--- config.mk ---
export PLATFORM = sky130hd
export DESIGN_NAME = hdl_source_tokenizer_core
export DESIGN_NICKNAME = d
export VERILOG_FILES = /design/src/hdl/hst_pkg.sv /design/src/hdl/hdl_source_tokenizer_core.sv /design/src/hdl/hst_front.sv /design/src/hdl/hst_lexer.sv /design/src/hdl/hst_result_queue.sv
export SDC_FILE = /design/constraint.sdc
export NUM_CORES = 1
export LEC_CHECK = 0
export ABC_AREA = 1
export ABC_CLOCK_PERIOD_IN_PS = 10670
export BUFFER_PORTS_ARGS = -buffer_cell sky130_fd_sc_hd__buf_4
export CORE_ASPECT_RATIO = 1.25
export CORE_MARGIN = 1
export CORE_UTILIZATION = 60
export CTS_CLUSTER_DIAMETER = 150
export DETAILED_ROUTE_END_ITERATION = 6
export PLACE_DENSITY = 0.78
export SETUP_SLACK_MARGIN = 0.3
export SLEW_MARGIN = 5
export SYNTH_ARGS = -nofsm -noshare
export SYNTH_HDL_FRONTEND = slang
export SYNTH_SLANG_ARGS = --single-unit
--- constraint.sdc ---
create_clock -name clk -period 10.67 [get_ports clk]
set_input_delay 2.134 -clock clk [delete_from_list [all_inputs] [get_ports clk]]
set_output_delay 2.134 -clock clk [all_outputs]
set_load 0.005 [all_outputs]
--- src/hdl/hst_pkg.sv ---
// Types, codes and character constants of the source tokenizer.
package hst_pkg;

    // input item as seen on the push side
    typedef struct packed {
        logic [7:0] char_in;
        logic       end_of_input;
    } item_t;

    // result item as seen on the pop side
    typedef struct packed {
        logic [1:0] event_kind;
        logic [7:0] char_out;
        logic [4:0] token_type;
        logic       last_of_run;
    } result_t;

    // byte after classification by the front end
    typedef struct packed {
        logic [7:0] char_in;
        logic       end_of_input;
        logic       is_zero;
        logic       is_ws;
        logic       is_alnum;
        logic [4:0] punct;      // TT_UNKNOWN when not punctuation
    } cls_t;

    // up to two results written to the result queue in one cycle
    typedef struct packed {
        logic [1:0] n;
        result_t    r0;
        result_t    r1;
    } res_wr_t;

    // event kinds
    localparam logic [1:0] EV_APPEND = 2'd0;
    localparam logic [1:0] EV_FINISH = 2'd1;
    localparam logic [1:0] EV_ERROR  = 2'd2;

    // token types
    localparam logic [4:0] TT_UNKNOWN  = 5'd0;
    localparam logic [4:0] TT_COMMENT  = 5'd1;
    localparam logic [4:0] TT_CHIP     = 5'd2;
    localparam logic [4:0] TT_IN       = 5'd3;
    localparam logic [4:0] TT_OUT      = 5'd4;
    localparam logic [4:0] TT_PARTS    = 5'd5;
    localparam logic [4:0] TT_SYMBOL   = 5'd6;
    localparam logic [4:0] TT_RANGE    = 5'd7;
    localparam logic [4:0] TT_LPAREN   = 5'd8;
    localparam logic [4:0] TT_RPAREN   = 5'd9;
    localparam logic [4:0] TT_LBRACE   = 5'd10;
    localparam logic [4:0] TT_RBRACE   = 5'd11;
    localparam logic [4:0] TT_LBRACKET = 5'd12;
    localparam logic [4:0] TT_RBRACKET = 5'd13;
    localparam logic [4:0] TT_COMMA    = 5'd14;
    localparam logic [4:0] TT_EQUALS   = 5'd15;
    localparam logic [4:0] TT_COLON    = 5'd16;
    localparam logic [4:0] TT_SEMI     = 5'd17;
    localparam logic [4:0] TT_END      = 5'd18;

    // characters
    localparam logic [7:0] CH_NUL   = 8'h00;
    localparam logic [7:0] CH_TAB   = 8'h09;
    localparam logic [7:0] CH_NL    = 8'h0A;
    localparam logic [7:0] CH_VT    = 8'h0B;
    localparam logic [7:0] CH_FF    = 8'h0C;
    localparam logic [7:0] CH_CR    = 8'h0D;
    localparam logic [7:0] CH_SPACE = 8'h20;
    localparam logic [7:0] CH_LPAR  = 8'h28;
    localparam logic [7:0] CH_RPAR  = 8'h29;
    localparam logic [7:0] CH_STAR  = 8'h2A;
    localparam logic [7:0] CH_COMMA = 8'h2C;
    localparam logic [7:0] CH_DOT   = 8'h2E;
    localparam logic [7:0] CH_SLASH = 8'h2F;
    localparam logic [7:0] CH_0     = 8'h30;
    localparam logic [7:0] CH_9     = 8'h39;
    localparam logic [7:0] CH_COLON = 8'h3A;
    localparam logic [7:0] CH_SEMI  = 8'h3B;
    localparam logic [7:0] CH_EQ    = 8'h3D;
    localparam logic [7:0] CH_UA    = 8'h41;
    localparam logic [7:0] CH_UC    = 8'h43;
    localparam logic [7:0] CH_UH    = 8'h48;
    localparam logic [7:0] CH_UI    = 8'h49;
    localparam logic [7:0] CH_UN    = 8'h4E;
    localparam logic [7:0] CH_UO    = 8'h4F;
    localparam logic [7:0] CH_UP    = 8'h50;
    localparam logic [7:0] CH_UR    = 8'h52;
    localparam logic [7:0] CH_US    = 8'h53;
    localparam logic [7:0] CH_UT    = 8'h54;
    localparam logic [7:0] CH_UU    = 8'h55;
    localparam logic [7:0] CH_UZ    = 8'h5A;
    localparam logic [7:0] CH_LBRK  = 8'h5B;
    localparam logic [7:0] CH_RBRK  = 8'h5D;
    localparam logic [7:0] CH_LA    = 8'h61;
    localparam logic [7:0] CH_LZ    = 8'h7A;
    localparam logic [7:0] CH_LBRC  = 8'h7B;
    localparam logic [7:0] CH_RBRC  = 8'h7D;

endpackage

--- src/hdl/hdl_source_tokenizer_core.sv ---
// Top level of the source tokenizer: front end, lexer and result queue.
//
//  channel   handshake         payload            transfer when
//  -------   ---------------   ----------------   ---------------------
//  input     push / full       item   (item_t)    push && !full
//  result    empty / pop       result (result_t)  pop && !empty
//
// One byte per cycle while the result queue has room and each byte yields one
// result at most; a byte that closes a token and starts the next yields two,
// and the one-per-cycle pop port then paces that byte. A first result passes
// the registered front queue, then is lexed into the registered result queue.
// rst_n clears the queues and the lexer; a syntax error silences the block
// until reset. Lexer stalls while three or more results wait; front buffers two.
module hdl_source_tokenizer_core (
    input  logic             clk,
    input  logic             rst_n,
    input  logic             push,
    output logic             full,
    input  hst_pkg::item_t   item,
    output logic             empty,
    input  logic             pop,
    output hst_pkg::result_t result
);

    logic             cls_valid;
    logic             cls_ready;
    hst_pkg::cls_t    cls;
    logic             room;
    hst_pkg::res_wr_t res_wr;

    // byte classification and input buffering
    hst_front u_front (
        .clk       (clk),
        .rst_n     (rst_n),
        .push      (push),
        .full      (full),
        .item      (item),
        .cls_valid (cls_valid),
        .cls_ready (cls_ready),
        .cls       (cls)
    );

    // character state machine; stalls only when the result queue lacks room
    hst_lexer u_lexer (
        .clk       (clk),
        .rst_n     (rst_n),
        .cls_valid (cls_valid),
        .cls_ready (cls_ready),
        .cls       (cls),
        .room      (room),
        .res_wr    (res_wr)
    );

    // results wait here for the consumer
    hst_result_queue u_result_queue (
        .clk    (clk),
        .rst_n  (rst_n),
        .res_wr (res_wr),
        .room   (room),
        .empty  (empty),
        .pop    (pop),
        .result (result)
    );

endmodule

--- src/hdl/hst_front.sv ---
// Front end: takes source bytes, classifies them and holds them in a two-entry queue.
module hst_front (
    input  logic           clk,
    input  logic           rst_n,
    input  logic           push,
    output logic           full,
    input  hst_pkg::item_t item,
    output logic           cls_valid,
    input  logic           cls_ready,
    output hst_pkg::cls_t  cls
);

    function automatic logic is_ws(input logic [7:0] c);
        is_ws = (c == hst_pkg::CH_SPACE) || (c == hst_pkg::CH_TAB) || (c == hst_pkg::CH_NL)
             || (c == hst_pkg::CH_VT) || (c == hst_pkg::CH_FF) || (c == hst_pkg::CH_CR);
    endfunction

    function automatic logic is_alnum(input logic [7:0] c);
        is_alnum = (c >= hst_pkg::CH_LA && c <= hst_pkg::CH_LZ)
                || (c >= hst_pkg::CH_UA && c <= hst_pkg::CH_UZ)
                || (c >= hst_pkg::CH_0 && c <= hst_pkg::CH_9);
    endfunction

    function automatic logic [4:0] punct_code(input logic [7:0] c);
        case (c)
            hst_pkg::CH_LPAR:  punct_code = hst_pkg::TT_LPAREN;
            hst_pkg::CH_RPAR:  punct_code = hst_pkg::TT_RPAREN;
            hst_pkg::CH_LBRC:  punct_code = hst_pkg::TT_LBRACE;
            hst_pkg::CH_RBRC:  punct_code = hst_pkg::TT_RBRACE;
            hst_pkg::CH_LBRK:  punct_code = hst_pkg::TT_LBRACKET;
            hst_pkg::CH_RBRK:  punct_code = hst_pkg::TT_RBRACKET;
            hst_pkg::CH_COMMA: punct_code = hst_pkg::TT_COMMA;
            hst_pkg::CH_EQ:    punct_code = hst_pkg::TT_EQUALS;
            hst_pkg::CH_COLON: punct_code = hst_pkg::TT_COLON;
            hst_pkg::CH_SEMI:  punct_code = hst_pkg::TT_SEMI;
            default:           punct_code = hst_pkg::TT_UNKNOWN;
        endcase
    endfunction

    hst_pkg::cls_t q_reg [2];
    hst_pkg::cls_t cls_in;
    logic          wr_ptr_reg, wr_ptr_next;
    logic          rd_ptr_reg, rd_ptr_next;
    logic [1:0]    count_reg, count_next;
    logic          wr_en, rd_en;

    always_comb
    begin
        cls_in.char_in      = item.char_in;
        cls_in.end_of_input = item.end_of_input;
        cls_in.is_zero      = (item.char_in == hst_pkg::CH_NUL);
        cls_in.is_ws        = is_ws(item.char_in);
        cls_in.is_alnum     = is_alnum(item.char_in);
        cls_in.punct        = punct_code(item.char_in);
    end

    assign full      = (count_reg == 2'd2);
    assign cls_valid = (count_reg != 2'd0);
    assign cls       = q_reg[rd_ptr_reg];
    assign wr_en     = push && !full;
    assign rd_en     = cls_valid && cls_ready;

    always_comb
    begin
        wr_ptr_next = wr_ptr_reg ^ wr_en;
        rd_ptr_next = rd_ptr_reg ^ rd_en;
        count_next  = count_reg + {1'b0, wr_en} - {1'b0, rd_en};
    end

    always_ff @(posedge clk or negedge rst_n)
    begin
        if (!rst_n)
        begin
            wr_ptr_reg <= 1'b0;
            rd_ptr_reg <= 1'b0;
            count_reg  <= 2'd0;
        end
        else
        begin
            wr_ptr_reg <= wr_ptr_next;
            rd_ptr_reg <= rd_ptr_next;
            count_reg  <= count_next;
        end
    end

    always_ff @(posedge clk)
    begin
        if (wr_en)
        begin
            q_reg[wr_ptr_reg] <= cls_in;
        end
    end

endmodule

--- src/hdl/hst_lexer.sv ---
// Back end: lexer state machine, up to two results per classified byte.
module hst_lexer (
    input  logic             clk,
    input  logic             rst_n,
    input  logic             cls_valid,
    output logic             cls_ready,
    input  hst_pkg::cls_t    cls,
    input  logic             room,
    output hst_pkg::res_wr_t res_wr
);

    typedef enum logic [4:0] {
        ST_NEW,
        ST_COMPLETE,
        ST_WS,
        ST_SLASH,
        ST_LINE,
        ST_MULTI,
        ST_TERM,
        ST_CHIP_C,
        ST_CHIP_H,
        ST_CHIP_I,
        ST_IN_I,
        ST_OUT_O,
        ST_OUT_U,
        ST_PARTS_P,
        ST_PARTS_A,
        ST_PARTS_R,
        ST_PARTS_T,
        ST_DOT,
        ST_STRING
    } state_t;

    state_t           state_reg, state_next;
    logic [4:0]       type_reg, type_next;
    logic             nonempty_reg, nonempty_next;
    logic             halt_reg, halt_next;

    logic             take;
    logic             go_new;
    logic             a_v, b_v;
    hst_pkg::result_t a_res, b_res;
    logic             kw;
    logic [7:0]       kw_want;
    state_t           kw_next;
    logic [4:0]       kw_close;
    logic [4:0]       end_type;
    logic [7:0]       c;

    function automatic hst_pkg::result_t mk(input logic [1:0] k, input logic [7:0] ch,
                                            input logic [4:0] t);
        hst_pkg::result_t r;
        r.event_kind  = k;
        r.char_out    = ch;
        r.token_type  = t;
        r.last_of_run = 1'b0;
        mk = r;
    endfunction

    assign cls_ready = room;
    assign take      = cls_valid && room;
    assign c         = cls.char_in;
    assign end_type  = (type_reg == hst_pkg::TT_UNKNOWN && !nonempty_reg)
                     ? hst_pkg::TT_END : type_reg;

    always_comb
    begin
        state_next    = state_reg;
        type_next     = type_reg;
        nonempty_next = nonempty_reg;
        halt_next     = halt_reg;
        go_new        = 1'b0;
        a_v           = 1'b0;
        b_v           = 1'b0;
        a_res         = '0;
        b_res         = '0;
        kw            = 1'b0;
        kw_want       = hst_pkg::CH_NUL;
        kw_next       = ST_NEW;
        kw_close      = hst_pkg::TT_UNKNOWN;

        if (take && !halt_reg)
        begin
            if (cls.end_of_input)
            begin
                // flush: one finished token, then back to the reset state
                b_v           = 1'b1;
                b_res         = mk(hst_pkg::EV_FINISH, hst_pkg::CH_NUL, end_type);
                state_next    = ST_NEW;
                type_next     = hst_pkg::TT_UNKNOWN;
                nonempty_next = 1'b0;
            end
            else if (!cls.is_zero)
            begin
                case (state_reg)
                    ST_NEW:
                    begin
                        go_new = 1'b1;
                    end
                    ST_COMPLETE:
                    begin
                        a_v    = 1'b1;
                        a_res  = mk(hst_pkg::EV_FINISH, hst_pkg::CH_NUL, type_reg);
                        go_new = 1'b1;
                    end
                    ST_WS:
                    begin
                        go_new = !cls.is_ws;
                    end
                    ST_SLASH:
                    begin
                        if (c == hst_pkg::CH_SLASH)
                        begin
                            type_next  = hst_pkg::TT_COMMENT;
                            state_next = ST_LINE;
                        end
                        else if (c == hst_pkg::CH_STAR)
                        begin
                            type_next  = hst_pkg::TT_COMMENT;
                            state_next = ST_MULTI;
                        end
                        else
                        begin
                            b_v       = 1'b1;
                            b_res     = mk(hst_pkg::EV_ERROR, c, hst_pkg::TT_UNKNOWN);
                            halt_next = 1'b1;
                        end
                    end
                    ST_LINE:
                    begin
                        b_v = 1'b1;
                        if (c == hst_pkg::CH_NL)
                        begin
                            b_res         = mk(hst_pkg::EV_FINISH, hst_pkg::CH_NUL, type_reg);
                            type_next     = hst_pkg::TT_UNKNOWN;
                            nonempty_next = 1'b0;
                            state_next    = ST_NEW;
                        end
                        else
                        begin
                            b_res = mk(hst_pkg::EV_APPEND, c, hst_pkg::TT_UNKNOWN);
                        end
                    end
                    ST_MULTI:
                    begin
                        b_v   = 1'b1;
                        b_res = mk(hst_pkg::EV_APPEND, c, hst_pkg::TT_UNKNOWN);
                        if (c == hst_pkg::CH_STAR)
                        begin
                            state_next = ST_TERM;
                        end
                    end
                    ST_TERM:
                    begin
                        if (c == hst_pkg::CH_SLASH)
                        begin
                            state_next = ST_COMPLETE;
                        end
                        else
                        begin
                            b_v        = 1'b1;
                            b_res      = mk(hst_pkg::EV_APPEND, c, hst_pkg::TT_UNKNOWN);
                            state_next = ST_MULTI;
                        end
                    end
                    ST_CHIP_C:
                    begin
                        kw = 1'b1; kw_want = hst_pkg::CH_UH; kw_next = ST_CHIP_H;
                    end
                    ST_CHIP_H:
                    begin
                        kw = 1'b1; kw_want = hst_pkg::CH_UI; kw_next = ST_CHIP_I;
                    end
                    ST_CHIP_I:
                    begin
                        kw = 1'b1; kw_want = hst_pkg::CH_UP; kw_close = hst_pkg::TT_CHIP;
                    end
                    ST_IN_I:
                    begin
                        kw = 1'b1; kw_want = hst_pkg::CH_UN; kw_close = hst_pkg::TT_IN;
                    end
                    ST_OUT_O:
                    begin
                        kw = 1'b1; kw_want = hst_pkg::CH_UU; kw_next = ST_OUT_U;
                    end
                    ST_OUT_U:
                    begin
                        kw = 1'b1; kw_want = hst_pkg::CH_UT; kw_close = hst_pkg::TT_OUT;
                    end
                    ST_PARTS_P:
                    begin
                        kw = 1'b1; kw_want = hst_pkg::CH_UA; kw_next = ST_PARTS_A;
                    end
                    ST_PARTS_A:
                    begin
                        kw = 1'b1; kw_want = hst_pkg::CH_UR; kw_next = ST_PARTS_R;
                    end
                    ST_PARTS_R:
                    begin
                        kw = 1'b1; kw_want = hst_pkg::CH_UT; kw_next = ST_PARTS_T;
                    end
                    ST_PARTS_T:
                    begin
                        kw = 1'b1; kw_want = hst_pkg::CH_US; kw_close = hst_pkg::TT_PARTS;
                    end
                    ST_DOT:
                    begin
                        b_v = 1'b1;
                        if (c == hst_pkg::CH_DOT)
                        begin
                            b_res      = mk(hst_pkg::EV_APPEND, c, hst_pkg::TT_UNKNOWN);
                            type_next  = hst_pkg::TT_RANGE;
                            state_next = ST_COMPLETE;
                        end
                        else
                        begin
                            b_res     = mk(hst_pkg::EV_ERROR, c, hst_pkg::TT_UNKNOWN);
                            halt_next = 1'b1;
                        end
                    end
                    ST_STRING:
                    begin
                        if (cls.is_alnum)
                        begin
                            b_v   = 1'b1;
                            b_res = mk(hst_pkg::EV_APPEND, c, hst_pkg::TT_UNKNOWN);
                        end
                        else
                        begin
                            a_v    = 1'b1;
                            a_res  = mk(hst_pkg::EV_FINISH, hst_pkg::CH_NUL, type_reg);
                            go_new = 1'b1;
                        end
                    end
                    default:
                    begin
                        go_new = 1'b1;
                    end
                endcase

                // a closed token clears the type before the byte starts a new one
                if (a_v)
                begin
                    type_next     = hst_pkg::TT_UNKNOWN;
                    nonempty_next = 1'b0;
                end

                if (kw)
                begin
                    b_v   = 1'b1;
                    b_res = mk(hst_pkg::EV_APPEND, c, hst_pkg::TT_UNKNOWN);
                    if (c == kw_want)
                    begin
                        if (kw_close != hst_pkg::TT_UNKNOWN)
                        begin
                            type_next  = kw_close;
                            state_next = ST_COMPLETE;
                        end
                        else
                        begin
                            state_next = kw_next;
                        end
                    end
                    else
                    begin
                        type_next  = hst_pkg::TT_SYMBOL;
                        state_next = ST_STRING;
                    end
                end

                if (go_new)
                begin
                    if (cls.is_ws)
                    begin
                        state_next = ST_WS;
                    end
                    else if (c == hst_pkg::CH_SLASH)
                    begin
                        state_next = ST_SLASH;
                    end
                    else
                    begin
                        b_v   = 1'b1;
                        b_res = mk(hst_pkg::EV_APPEND, c, hst_pkg::TT_UNKNOWN);
                        if (c == hst_pkg::CH_DOT)
                        begin
                            state_next = ST_DOT;
                        end
                        else if (c == hst_pkg::CH_UC)
                        begin
                            state_next = ST_CHIP_C;
                        end
                        else if (c == hst_pkg::CH_UI)
                        begin
                            state_next = ST_IN_I;
                        end
                        else if (c == hst_pkg::CH_UO)
                        begin
                            state_next = ST_OUT_O;
                        end
                        else if (c == hst_pkg::CH_UP)
                        begin
                            state_next = ST_PARTS_P;
                        end
                        else if (cls.punct != hst_pkg::TT_UNKNOWN)
                        begin
                            type_next  = cls.punct;
                            state_next = ST_COMPLETE;
                        end
                        else if (cls.is_alnum)
                        begin
                            type_next  = hst_pkg::TT_SYMBOL;
                            state_next = ST_STRING;
                        end
                        else
                        begin
                            b_res     = mk(hst_pkg::EV_ERROR, c, hst_pkg::TT_UNKNOWN);
                            halt_next = 1'b1;
                        end
                    end
                end

                if (b_v && b_res.event_kind == hst_pkg::EV_APPEND)
                begin
                    nonempty_next = 1'b1;
                end
            end
        end
    end

    // pack: closing result first, last one flagged
    always_comb
    begin
        res_wr = '0;
        if (a_v)
        begin
            res_wr.r0             = a_res;
            res_wr.r1             = b_res;
            res_wr.n              = b_v ? 2'd2 : 2'd1;
            res_wr.r0.last_of_run = !b_v;
            res_wr.r1.last_of_run = b_v;
        end
        else if (b_v)
        begin
            res_wr.r0             = b_res;
            res_wr.n              = 2'd1;
            res_wr.r0.last_of_run = 1'b1;
        end
    end

    always_ff @(posedge clk or negedge rst_n)
    begin
        if (!rst_n)
        begin
            state_reg    <= ST_NEW;
            type_reg     <= hst_pkg::TT_UNKNOWN;
            nonempty_reg <= 1'b0;
            halt_reg     <= 1'b0;
        end
        else
        begin
            state_reg    <= state_next;
            type_reg     <= type_next;
            nonempty_reg <= nonempty_next;
            halt_reg     <= halt_next;
        end
    end

endmodule

--- src/hdl/hst_result_queue.sv ---
// Four-entry result queue: up to two writes and one read per cycle.
module hst_result_queue (
    input  logic             clk,
    input  logic             rst_n,
    input  hst_pkg::res_wr_t res_wr,
    output logic             room,
    output logic             empty,
    input  logic             pop,
    output hst_pkg::result_t result
);

    hst_pkg::result_t q_reg [4];
    logic [1:0]       wr_ptr_reg, wr_ptr_next;
    logic [1:0]       rd_ptr_reg, rd_ptr_next;
    logic [2:0]       count_reg, count_next;
    logic             rd_en;

    assign empty  = (count_reg == 3'd0);
    assign room   = (count_reg <= 3'd2);   // space for a two-result item
    assign result = q_reg[rd_ptr_reg];
    assign rd_en  = pop && !empty;

    always_comb
    begin
        wr_ptr_next = wr_ptr_reg + res_wr.n;
        rd_ptr_next = rd_ptr_reg + {1'b0, rd_en};
        count_next  = count_reg + {1'b0, res_wr.n} - {2'b00, rd_en};
    end

    always_ff @(posedge clk or negedge rst_n)
    begin
        if (!rst_n)
        begin
            wr_ptr_reg <= 2'd0;
            rd_ptr_reg <= 2'd0;
            count_reg  <= 3'd0;
        end
        else
        begin
            wr_ptr_reg <= wr_ptr_next;
            rd_ptr_reg <= rd_ptr_next;
            count_reg  <= count_next;
        end
    end

    always_ff @(posedge clk)
    begin
        if (res_wr.n != 2'd0)
        begin
            q_reg[wr_ptr_reg] <= res_wr.r0;
        end
        if (res_wr.n == 2'd2)
        begin
            q_reg[wr_ptr_reg + 2'd1] <= res_wr.r1;
        end
    end

endmodule

### Yosys cells after proc, flatten, opt, wreduce, memory -nomap -nowiden

Memory sizes are Yosys's and may differ from the RTL's.
Cells that the tools add are included.

| word-level totals | value |
|---|---|
| register bits | 23 |
| bits in latches | 0 |
| RAM bits | 98 |
| bits in read-only memories | 0 |
| input port bits | 13 |
| memories kept | 2 |

Memories:

| name | depth | bits a word | rd ports | clocked after memory_dff | wr ports | RTL line | RTL |
|---|---|---|---|---|---|---|---|
| u_result_queue.q_reg | 4 | 16 | 1 | 0 | 2 | hst_result_queue.sv:12 | `hst_pkg::result_t q_reg [4];` |
| u_front.q_reg | 2 | 17 | 1 | 0 | 1 | hst_front.sv:40 | `hst_pkg::cls_t q_reg [2];` |

| cells by class | value |
|---|---|
| add/subtract/negate cells | 7 |
| multipliers | 0 |
| div/mod/pow operators | 0 |
| magnitude comparators | 7 |
| equality and inequality tests | 46 |
| shift operators | 0 |
| mux-type cells | 144 |
| bitwise operators | 4 |
| reductions and logical operators | 39 |

Operators with widths:

| operator | count |
|---|---|
| two-way mux 16 bit | 24 |
| two-way mux 5 bit | 44 |
| case mux 16 bit (6 select lines) | 1 |
| == test 8 x 6 -> 1 bit (second input constant) | 10 |
| == test 8 x 7 -> 1 bit (second input constant) | 8 |
| case mux 7 bit (9 select lines) | 1 |
| two-way mux 1 bit | 53 |
| case mux 5 bit (10 select lines) | 1 |
| == test 8 x 4 -> 1 bit (second input constant) | 6 |
| == test 5 x 4 -> 1 bit (second input constant) | 8 |
| case mux 16 bit (2 select lines) | 1 |
| two-way mux 15 bit | 2 |
| case mux 5 bit (6 select lines) | 1 |
| two-way mux 14 bit | 2 |
| case mux 5 bit (5 select lines) | 1 |
| two-way mux 8 bit | 3 |
| == test 5 x 3 -> 1 bit (second input constant) | 4 |
| two-way mux 18 bit | 1 |
| two-way mux 17 bit | 1 |
| greater-or-equal comparator 8 x 7 -> 1 bit (second input constant) | 2 |
| less-or-equal comparator 8 x 7 -> 1 bit (second input constant) | 2 |
| == test 5 bit (second input constant) | 3 |
| case mux 5 bit (3 select lines) | 1 |
| OR reduction 15 bit | 1 |
| other kinds (38) | 66 |

### Depth between registers and ports, before layout

Gate-level depths: netlist (run 1).
An unclocked memory read counts as a cell.

| logic depth | value |
|---|---|
| depth after elaboration | 22 |
| mapped depth | 21 |

### By module

Synthesis (run 1) repeated with hierarchy kept, for this count alone.

| unflattened totals | value |
|---|---|
| cells, all modules | 951 |
| area, all modules | 7,623.6 um^2 |

By module, submodules not included:

| module | times used | cells each | area each (um^2) | seq. area each (um^2) |
|---|---|---|---|---|
| hst_result_queue | 1 | 384 | 3,749.8 | 2,097.0 |
| hst_lexer | 1 | 399 | 2,165.8 | 300.3 |
| hst_front | 1 | 168 | 1,707.9 | 1,121.1 |

### Least setup slack after synthesis (run 1)

OpenSTA, ideal clock, no wires.

| path | value |
|---|---|
| kind | flip-flop to flip-flop |
| from | register u_front.rd_ptr_reg |
| to | memory u_result_queue.q_reg[0][0] in the netlist's numbering (enable) |
| arrival | 3,132 ps |
| required time | 10,259 ps |
| setup slack | 7,127 ps |
| cell stages (with the launch flop) | 18 |
| path buffers | 3 |
| period minus slack after synthesis | 3,543 ps |
| cell sequence | dfrtp_1 inv_2 buf_6 or2_1 o21ai_4 inv_2 nor2_4 nand2_4 inv_4 nand2_4 inv_2 buf_2 ha_1 inv_1 nor2_1 inv_1 clkbuf_1 o21ai_0 |

RTL lines:

| element | RTL line | RTL |
|---|---|---|
| from (decl) | hst_front.sv:43 | `logic rd_ptr_reg, rd_ptr_next;` |
| from (signal assigned) | hst_front.sv:81 | `rd_ptr_reg <= rd_ptr_next;` |
| to (decl) | hst_result_queue.sv:12 |  |

==> results_dict.tcl, run 1 <==
set metrics [dict create \
    slew_headroom_pct 27.1 \
    vdd.ir_drop.worst_mv 0.151 \
    drive_gt1_share_pct 17.0 \
    die_h_um 126 \
    cts_max_level 4 \
    synth_fp_nets 909 \
    wl_met1_mm 7.04 \
    grt_pass1_vias 6248 \
    tightest_slew_ns 1.09 \
    worst_clock_skew_ns 0.0107 \
    post_cts_buffers 0 \
    syn_area_mm2 0.00734 \
    via_per_inst 5.83 \
    placeableCoreArea_mm2 0.0118 \
    r2r_end "u_result_queue.q_reg[2][12]$_DFFE_PP_" \
    yosysWarnings 0 \
    timing.fmax_mhz 205 \
    layout.nets 936 \
    reg2reg_from "u_front.rd_ptr_reg$_DFF_PN0_" \
    numCtsBuffers 17 \
    routabilityCongestion 0.956 \
    firstDrtPassIters 5 \
    start_util_pct 62.3 \
    cts_hold_buf 0 \
    synth-seq-cells 121 \
    synth_async_sr_flop_share_pct 19.0 \
    crit_top_cell "inv_2" \
    hold_class "flip-flop to flip-flop" \
    grt_use_total_pct 31.9 \
    p_per_area_mw_per_mm2 267 \
    rows 44 \
    finalNonFillerCells 1084 \
    ys_types 55 \
    wl_per_cell_um 17.4 \
    slew_violations 0 \
    antenna_found_initial 0 \
    cts_resized 0 \
    reg2regPathDepth 15 \
    worstPathRequired_ns 10.77 \
    yosys-top-cells-area "edfxtp_1, nand2_1, dfrtp_1, nor2_1, inv_1" \
    critPathKind "flip-flop to flip-flop" \
    area_growth_pct 11.9 \
    outcome "complete, no violations" \
    syn_avg_cell_area_um2 8.31 \
    pre_cts_ws_ns 5.92 \
    finalSetupViolations 0 \
    fp.dieW_um 101 \
    r2r_slack_ns 5.80 \
    leakage_uw 0.00366 \
    setup_slack_ns 5.80 \
    p_total_uw 2190 \
    io_pins 31 \
    synthCells 883 \
    vias 6317 \
    clk-insertion-delay-late_ns 0.42 \
    register_area_mm2 0.00352 \
    worstHoldEndpoint "u_lexer.halt_reg$_DFFE_PN0P_" \
    top_layer "met4" \
    rsz0062_at_grt "no" \
    cp_max_fo 24 \
    wirelength_mm 18.8 \
    crit_chain "inv_2 -> or2_1 -> o21ai_4 -> inv_2 -> nor2_4 -> nand2_4 -> inv_4 -> nand2_4 -> inv_2 -> ha_1 -> inv_1 -> nor2_1 -> inv_1 -> o21ai_1 -> buf_4" \
    dieArea_mm2 0.0127 \
    overflow 0 \
    yosysMostFrequentCell "nand2_1" \
    clock-sinks 121 \
    synth_edf_count 98 \
    cts_buffer_depth 2 \
    drc_errors 0 \
    nFillCells 907 \
    ys_top_cells_by_count "nand2_1, nor2_1, edfxtp_1" \
    ys_seq_area_share_pct 48.0 \
    detailed_place_hpwl_mm 14.6 \
    antennaDiodeCount 0 \
    root_buffer "clkbuf_16" \
    cts_tree "done" \
    final.min_clock_period_ns 4.87 \
    portBuffers 30 \
    wl_met2_mm 9.65 \
    grt_max_degree 35 \
    synthFlopType "edfxtp_1" \
    slowest_delay_ns 0.88 \
    fin_crit_sh_pct 45.6 \
    yosysTopAreaCell "edfxtp_1" \
    multi_input_area_mm2 0.00326 \
    largest_reg_flops 64 \
    crit_arrival_ns 4.96 \
    finalHoldViolations 0 \
    crit_path_top_delay_cell "dfrtp_1" \
    place_inst 1052 \
    end_kind "flip-flop" \
    drt_iter0_drc 512 \
    fin_util_pct 69.7 \
    max-cap-violations 0 \
    ant_nets 0 \
    tns_ns 0 \
    whs_path_depth 2 \
    grt_first_pass_wirelength_mm 30.4 \
    startpoint_type "flip-flop" \
    wl_met3_mm 1.09 \
    min-delay-start "u_lexer.halt_reg$_DFFE_PN0P_" \
    yosysTopAreaCellShare_pct 40.1 \
    clk_transition_reported_paths_ns 0.06 \
]
==> layout make-up <==
type	count	share of cell area [%]
multi-input combinational	630	39.7
sequential	121	42.9
clock buffer	17	5.18
timing repair buffer	34	3.11
tap	161	2.45
inverter	106	4.91
clock inverter	15	1.75
==> report_power, final <==
part | switching (uW) | internal [uW] | leakage (uW)
combinational | 586 | 314 | 0.00217
clock | 225 | 325 | 0.000278
sequential | 98.9 | 643 | 0.00121
==> worst max-delay path: cells and delay by family, from the launching register on <==
kind	cells	cell delay (ns)
buffers and inverters	7	1.58
and+or+nand+nor	5	1.54
DFF	1	0.88
AOI/OAI and AO/OA	2	0.30
adders and majority gates	1	0.22
==> per-layer routing <==
metal | vias up | GRT usage [%]
li1 | 2994 | -
met1 | 2947 | 36.1
met2 | 299 | 55.4
met3 | 77 | 6.10
met4 | 0 | 19.1
met5 | - | 0
==> placed cells by master, fill, tap and decap left out, drive strengths merged, types with 18 or more instances in the layout <==
master	netlist	layout
nand2	246	246
nor2	131	131
inv	106	112
edfxtp	98	98
o21ai	93	93
nand3	48	48
buf	10	34
dfrtp	23	23
o22ai	18	18
==> stage by stage <==
step | cell area (um2) | hold WS, ns
after CTS | 8210 | 0.458
after global placement | 7640 | 0.438
after detailed placement | 7640 | 0.442
after global routing | 8210 | 0.479
final | 8210 | 0.455
after floorplan | 7340 | 0.422
==> how the worst max path moves through the flow <==
stage / cells after the start / slack (ns) / to / start
6_report: 15 / 5.80 / u_result_queue.q_reg[2][12]$_DFFE_PP_ / u_front.rd_ptr_reg$_DFF_PN0_
3_5_place_dp: 15 / 5.92 / u_result_queue.q_reg[2][8]$_DFFE_PP_ / u_front.rd_ptr_reg$_DFF_PN0_
2_1_floorplan: 17 / 7.13 / u_result_queue.q_reg[0][0]$_DFFE_PP_ / u_front.rd_ptr_reg$_DFF_PN0_
4_1_cts: 4 / 5.79 / result[12] / u_result_queue.rd_ptr_reg[0]$_DFF_PN0_
5_1_grt: 15 / 5.33 / u_result_queue.q_reg[2][6]$_DFFE_PP_ / u_front.rd_ptr_reg$_DFF_PN0_
3_3_place_gp: 15 / 6.14 / u_result_queue.q_reg[2][12]$_DFFE_PP_ / u_front.rd_ptr_reg$_DFF_PN0_
==> cells by family (layout without fill, tap and decap cells) <==
family	after synthesis	after routing	synth area share, %
AO/OA/AOI/OAI	144	144	11.7
adder cells (fa/ha/maj)	13	13	2.32
buffers and inverters	132	172	7.57
flip-flops	121	121	48.0
AND/OR/NAND/NOR	463	463	29.2
multiplexers	2	2	0.273
XOR/XNOR	8	8	0.955
Power figures use the tool's default switching activity.
==> run 2: changes to the inputs <==
- ABC_AREA: 1 -> 0
- ABC_CLOCK_PERIOD_IN_PS: 10670 -> 4820
- clock period: 10.67 -> 4.82 ns (I/O delays scaled with it)
==> results_dict.tcl, run 2 <==
set metrics [dict create \
    outcome "complete, no violations" \
    synth_edf_count 98 \
    fin_crit_sh_pct 84.0 \
    rows 44 \
    critPathKind "flip-flop to flip-flop" \
    largest_reg_flops 64 \
    mostFrequentLayoutCells "edfxtp_1, nor2_1, buf_4" \
    ant_nets 0 \
    root_buffer "clkbuf_16" \
    firstDrtPassIters 6 \
    design_area_mm2 0.00812 \
    vdd.ir_drop.worst_mv 0.291 \
    overflow 0 \
    cts_max_level 4 \
    timing.fmax_mhz 247 \
    place_area_mm2 0.00756 \
    crit_arrival_ns 4.31 \
    ys_types 82 \
    clk-insertion-delay-late_ns 0.42 \
    post_cts_buffers 0 \
    nFillCells 857 \
    clk_transition_reported_paths_ns 0.06 \
    grt_first_pass_wirelength_mm 28.9 \
    grt_max_degree 24 \
    drive_gt1_share_pct 18.2 \
    startpoint_type "flip-flop" \
    antennaDiodeCount 0 \
    yosysWarnings 0 \
    register_area_mm2 0.00352 \
    vias 5620 \
    layout.nets 715 \
    worst_clock_skew_ns 0.0126 \
    ys_seq_area_share_pct 49.3 \
    synthFlopType "edfxtp_1" \
    grt_pass1_vias 5504 \
    rsz0062_at_grt "no" \
    finalSetupViolations 0 \
    startpoint "u_lexer.state_reg[3]$_DFFE_PN0P_" \
    wl_per_cell_um 21.4 \
    synth_async_sr_flop_share_pct 19.0 \
    syn_avg_cell_area_um2 10.9 \
    max-cap-violations 0 \
    finalHoldViolations 0 \
    antenna_found_initial 0 \
    clock-sinks 121 \
    io_pins 31 \
    reg2reg_from "u_lexer.state_reg[3]$_DFFE_PN0P_" \
    cts_tree "done" \
    syn_area_mm2 0.00714 \
    multi_input_area_mm2 0.00343 \
    routabilityCongestion 0.981 \
    synth-seq-cells 121 \
    final.min_clock_period_ns 4.05 \
    placeableCoreArea_mm2 0.0116 \
    tns_ns 0 \
    tightest_slew_ns 1.02 \
    fp.dieW_um 99.6 \
    numCtsBuffers 17 \
    slew_headroom_pct 31.7 \
    area_growth_pct 13.7 \
    final_common_cell "edfxtp_1" \
    drc_errors 0 \
    cp_max_fo 15 \
    holdWs_ns 0.448 \
    grt_use_total_pct 31.4 \
    leakage_uw 0.00302 \
    finalNonFillerCells 863 \
    p_total_uw 4830 \
    end_kind "flip-flop" \
    yosys-top-cells-area "edfxtp_1, dfrtp_1, mux4_2, nor2_1, a21oi_1" \
    portBuffers 30 \
    ys_top_cells_by_count "edfxtp_1, nor2_1, nand2_1" \
    worstPathRequired_ns 5.08 \
    die_h_um 124 \
    detailed_place_hpwl_mm 13.6 \
    cts_buffer_depth 2 \
    via_per_inst 6.51 \
    yosysMostFrequentCell "edfxtp_1" \
    place_inst 829 \
    yosysTopAreaCell "edfxtp_1" \
    drt_iter0_drc 375 \
    hold_class "input port to asynchronous set/reset pin" \
    dieArea_mm2 0.0123 \
    slew_violations 0 \
    synthCells 657 \
    wirelength_mm 18.5 \
    cts_resized 0 \
    p_per_area_mw_per_mm2 595 \
    cts_hold_buf 0 \
    yosysTopAreaCellShare_pct 41.2 \
    start_util_pct 61.4 \
    synth_fp_nets 683 \
]
## run 2: power by group
| group | leakage, uW | internal, uW | switching [uW] |
|---|---|---|---|
| logic | 0.00154 | 832 | 1040 |
| registers | 0.00121 | 1480 | 297 |
| clock network | 0.000268 | 666 | 514 |
## run 2: metrics by stage
| stage | setup slack [ns] | utilization [%] |
|---|---|---|
| 2_1_floorplan | 0.860 | - |
| 3_3_place_gp | 0.847 | 65.1 |
| 3_5_place_dp | 0.667 | 65.1 |
| 4_1_cts | 0.638 | 69.8 |
| 5_1_grt | 0.444 | 69.9 |
| 6_report | 0.773 | 69.9 |
## run 2: metal layers
metal  global-route usage (%)  vias to the layer above  wire, um
li1                         -                     2584         -
met1                     34.4                     2742      7020
met2                     57.5                      228      9870
met3                     5.78                       66       821
met4                     17.7                        0       770
met5                        0                        -         0
## run 2: layout make-up
cell class / count / share of cell area [%]
multi-input cells: 484 / 42.2
clock inverters: 15 / 1.46
flip-flops and latches: 121 / 43.3
inverters: 16 / 0.740
repair buffers: 49 / 4.53
well taps: 161 / 2.48
clock buffers: 17 / 5.24
## run 2: final timing paths
path | end | slack, ns | cells past startpoint
min | u_lexer.state_reg[2]$_DFFE_PN0P_ | 0.45 | 1
max in group asynchronous | u_result_queue.rd_ptr_reg[1]$_DFF_PN0_ | 4.10 | 1
min reg2reg | u_lexer.halt_reg$_DFFE_PN0P_ | 0.47 | 1
max reg2reg | u_result_queue.q_reg[0][10]$_DFFE_PP_ | 0.77 | 12
min in group clk | u_lexer.halt_reg$_DFFE_PN0P_ | 0.47 | 1
max | u_result_queue.q_reg[0][10]$_DFFE_PP_ | 0.77 | 12
## run 2: cells by family after synthesis
logic type | share of synthesized area, %
compound gates | 15.5
xor+xnor | 2.33
fa+ha+maj | 2.52
buf+inv | 3.00
flops | 49.3
mux | 7.82
simple gates | 19.6
## run 2: critical path, cell delays in order, from the launching register on
cell      delay, ns
dfrtp_1        0.56
nand2b_1       0.30
nand2b_1       0.25
nor3b_1        0.73
o31ai_4        0.10
and2_1         0.17
a21oi_1        0.26
ha_1           0.30
nand3_1        0.45
nor2_1         0.35
a21o_1         0.15
nand2_1        0.11
nor2_1         0.13
==> run 3: changes to the inputs <==
- ABC_CLOCK_PERIOD_IN_PS: 4820 -> 4000
- clock period: 4.82 -> 4 ns (I/O delays scaled with it)
==> results_dict.tcl, run 3 (synthesized netlist as in run 2, its figures left out) <==
set metrics [dict create \
    cp_max_fo 7 \
    rows 44 \
    detailed_place_hpwl_mm 13.7 \
    multi_input_area_mm2 0.00347 \
    tightest_slew_ns 1.02 \
    nFillCells 797 \
    drc_errors 0 \
    overflow 0 \
    largest_reg_flops 64 \
    rsz0062_at_grt "no" \
    end_kind "flip-flop" \
    cts_buffer_depth 2 \
    clock-sinks 121 \
    via_per_inst 6.53 \
    startpoint_type "flip-flop" \
    ant_nets 0 \
    timing.fmax_mhz 283 \
    fin_crit_sh_pct 88.5 \
    drt_iter0_drc 664 \
    r2r_slack_ns 0.46 \
    worst_clock_skew_ns 0.0130 \
    worstPathRequired_ns 4.31 \
    area_growth_pct 17.4 \
    outcome "complete, no violations" \
    final.min_clock_period_ns 3.54 \
    max-cap-violations 0 \
    finalSetupViolations 0 \
    wirelength_mm 19.2 \
    r2r_end "u_result_queue.count_reg[2]$_DFF_PN0_" \
    vias 5770 \
    routabilityCongestion 1.10 \
    p_total_uw 6070 \
    leakage_uw 0.00314 \
    antennaDiodeCount 0 \
    portBuffers 30 \
    grt_first_pass_wirelength_mm 29.5 \
    root_buffer "clkbuf_16" \
    slew_headroom_pct 32.1 \
    tns_ns 0 \
    setup_slack_ns 0.462 \
    dieArea_mm2 0.0123 \
    grt_use_total_pct 32.6 \
    grt_max_degree 24 \
    register_area_mm2 0.00352 \
    place_area_mm2 0.00771 \
    mostFrequentLayoutCells "edfxtp_1, nor2_1, buf_4" \
    grt_pass1_vias 5631 \
    reg2regPathDepth 12 \
    critPathKind "flip-flop to flip-flop" \
    vdd.ir_drop.worst_mv 0.339 \
    clk_transition_reported_paths_ns 0.06 \
    reg2reg_from "u_front.rd_ptr_reg$_DFF_PN0_" \
    slew_violations 0 \
    antenna_found_initial 0 \
    cts_hold_buf 0 \
    numCtsBuffers 17 \
    cts_max_level 4 \
    die_h_um 124 \
    final_common_cell "edfxtp_1" \
    hold_class "input port to asynchronous set/reset pin" \
    fin_util_pct 72.1 \
    p_per_area_mw_per_mm2 724 \
    layout.nets 736 \
    crit_arrival_ns 3.85 \
    clk-insertion-delay-late_ns 0.42 \
    design_area_mm2 0.00838 \
    pre_cts_ws_ns 0.260 \
    fp.dieW_um 99.6 \
    finalHoldViolations 0 \
    firstDrtPassIters 6 \
    start_util_pct 61.4 \
    wl_per_cell_um 21.7 \
    io_pins 31 \
    cts_tree "done" \
    drive_gt1_share_pct 22.0 \
    placeableCoreArea_mm2 0.0116 \
]
[run 3: metal layers]
metal  wire [um]  global-route usage, %  part of all wire [%]  up-vias
met3        1150                   6.96                   6.0       82
met5           0                      0                     0        -
met4        1030                   17.8                   5.4        0
met2        9970                   59.8                    52      283
met1        7030                   35.1                    37     2793
li1            -                      -                     -     2612
[run 3: where the power goes]
| group | switching, uW | internal (uW) | total, uW |
|---|---|---|---|
| Combinational | 1320 | 1080 | 2400 |
| Sequential | 328 | 1780 | 2110 |
| Clock | 625 | 929 | 1550 |
[run 3: worst max-delay path, cell delays in order (launching register included)]
cell and delay [ns]:
dfrtp_2 0.45, or4_1 0.54, a222oi_1 0.43, a21oi_2 0.16, o31ai_4 0.24, and2_4 0.19, a21oi_2 0.08, ha_2 0.22
inv_1 0.11, ha_1 0.26, fa_1 0.46, xor2_2 0.17, xnor2_1 0.12
[run 3: how the worst max path moves through the flow]
stage,end,cells past startpoint,start
after global placement,u_result_queue.count_reg[2]$_DFF_PN0_,13,u_front.rd_ptr_reg$_DFF_PN0_
after detailed placement,u_result_queue.count_reg[2]$_DFF_PN0_,12,u_front.rd_ptr_reg$_DFF_PN0_
after CTS,u_result_queue.count_reg[2]$_DFF_PN0_,12,u_front.q_reg[1][15]$_DFFE_PP_
final,u_result_queue.count_reg[2]$_DFF_PN0_,12,u_front.rd_ptr_reg$_DFF_PN0_
after global routing,u_result_queue.count_reg[2]$_DFF_PN0_,12,u_front.rd_ptr_reg$_DFF_PN0_
after floorplan,u_result_queue.q_reg[1][0]$_DFFE_PP_,11,u_lexer.state_reg[2]$_DFFE_PN0P_
[run 3: what timing repair did]
action | CTS | global route
pin swaps | 2 | 5
hold endpoints to repair | 0 | 0
endpoints found under the setup margin | 7 | 59
cloned | 0 | 0
buffers inserted | 0 | 5
gates resized for setup | 4 | 9
[run 3: through the flow]
step,cells,hold WS [ns]
final,884,0.285
after global placement,847,0.452
after CTS,879,0.293
after detailed placement,847,0.472
after global routing,884,0.301
after floorplan,657,0.436
[run 3: final cells by class]
type | count | share of cell area, %
flip-flops and latches | 121 | 42.0
multi-input cells | 484 | 41.4
repair buffers | 70 | 6.44
clock buffers | 17 | 5.08
well taps | 161 | 2.40
clock inverters | 15 | 1.99
inverters | 16 | 0.717
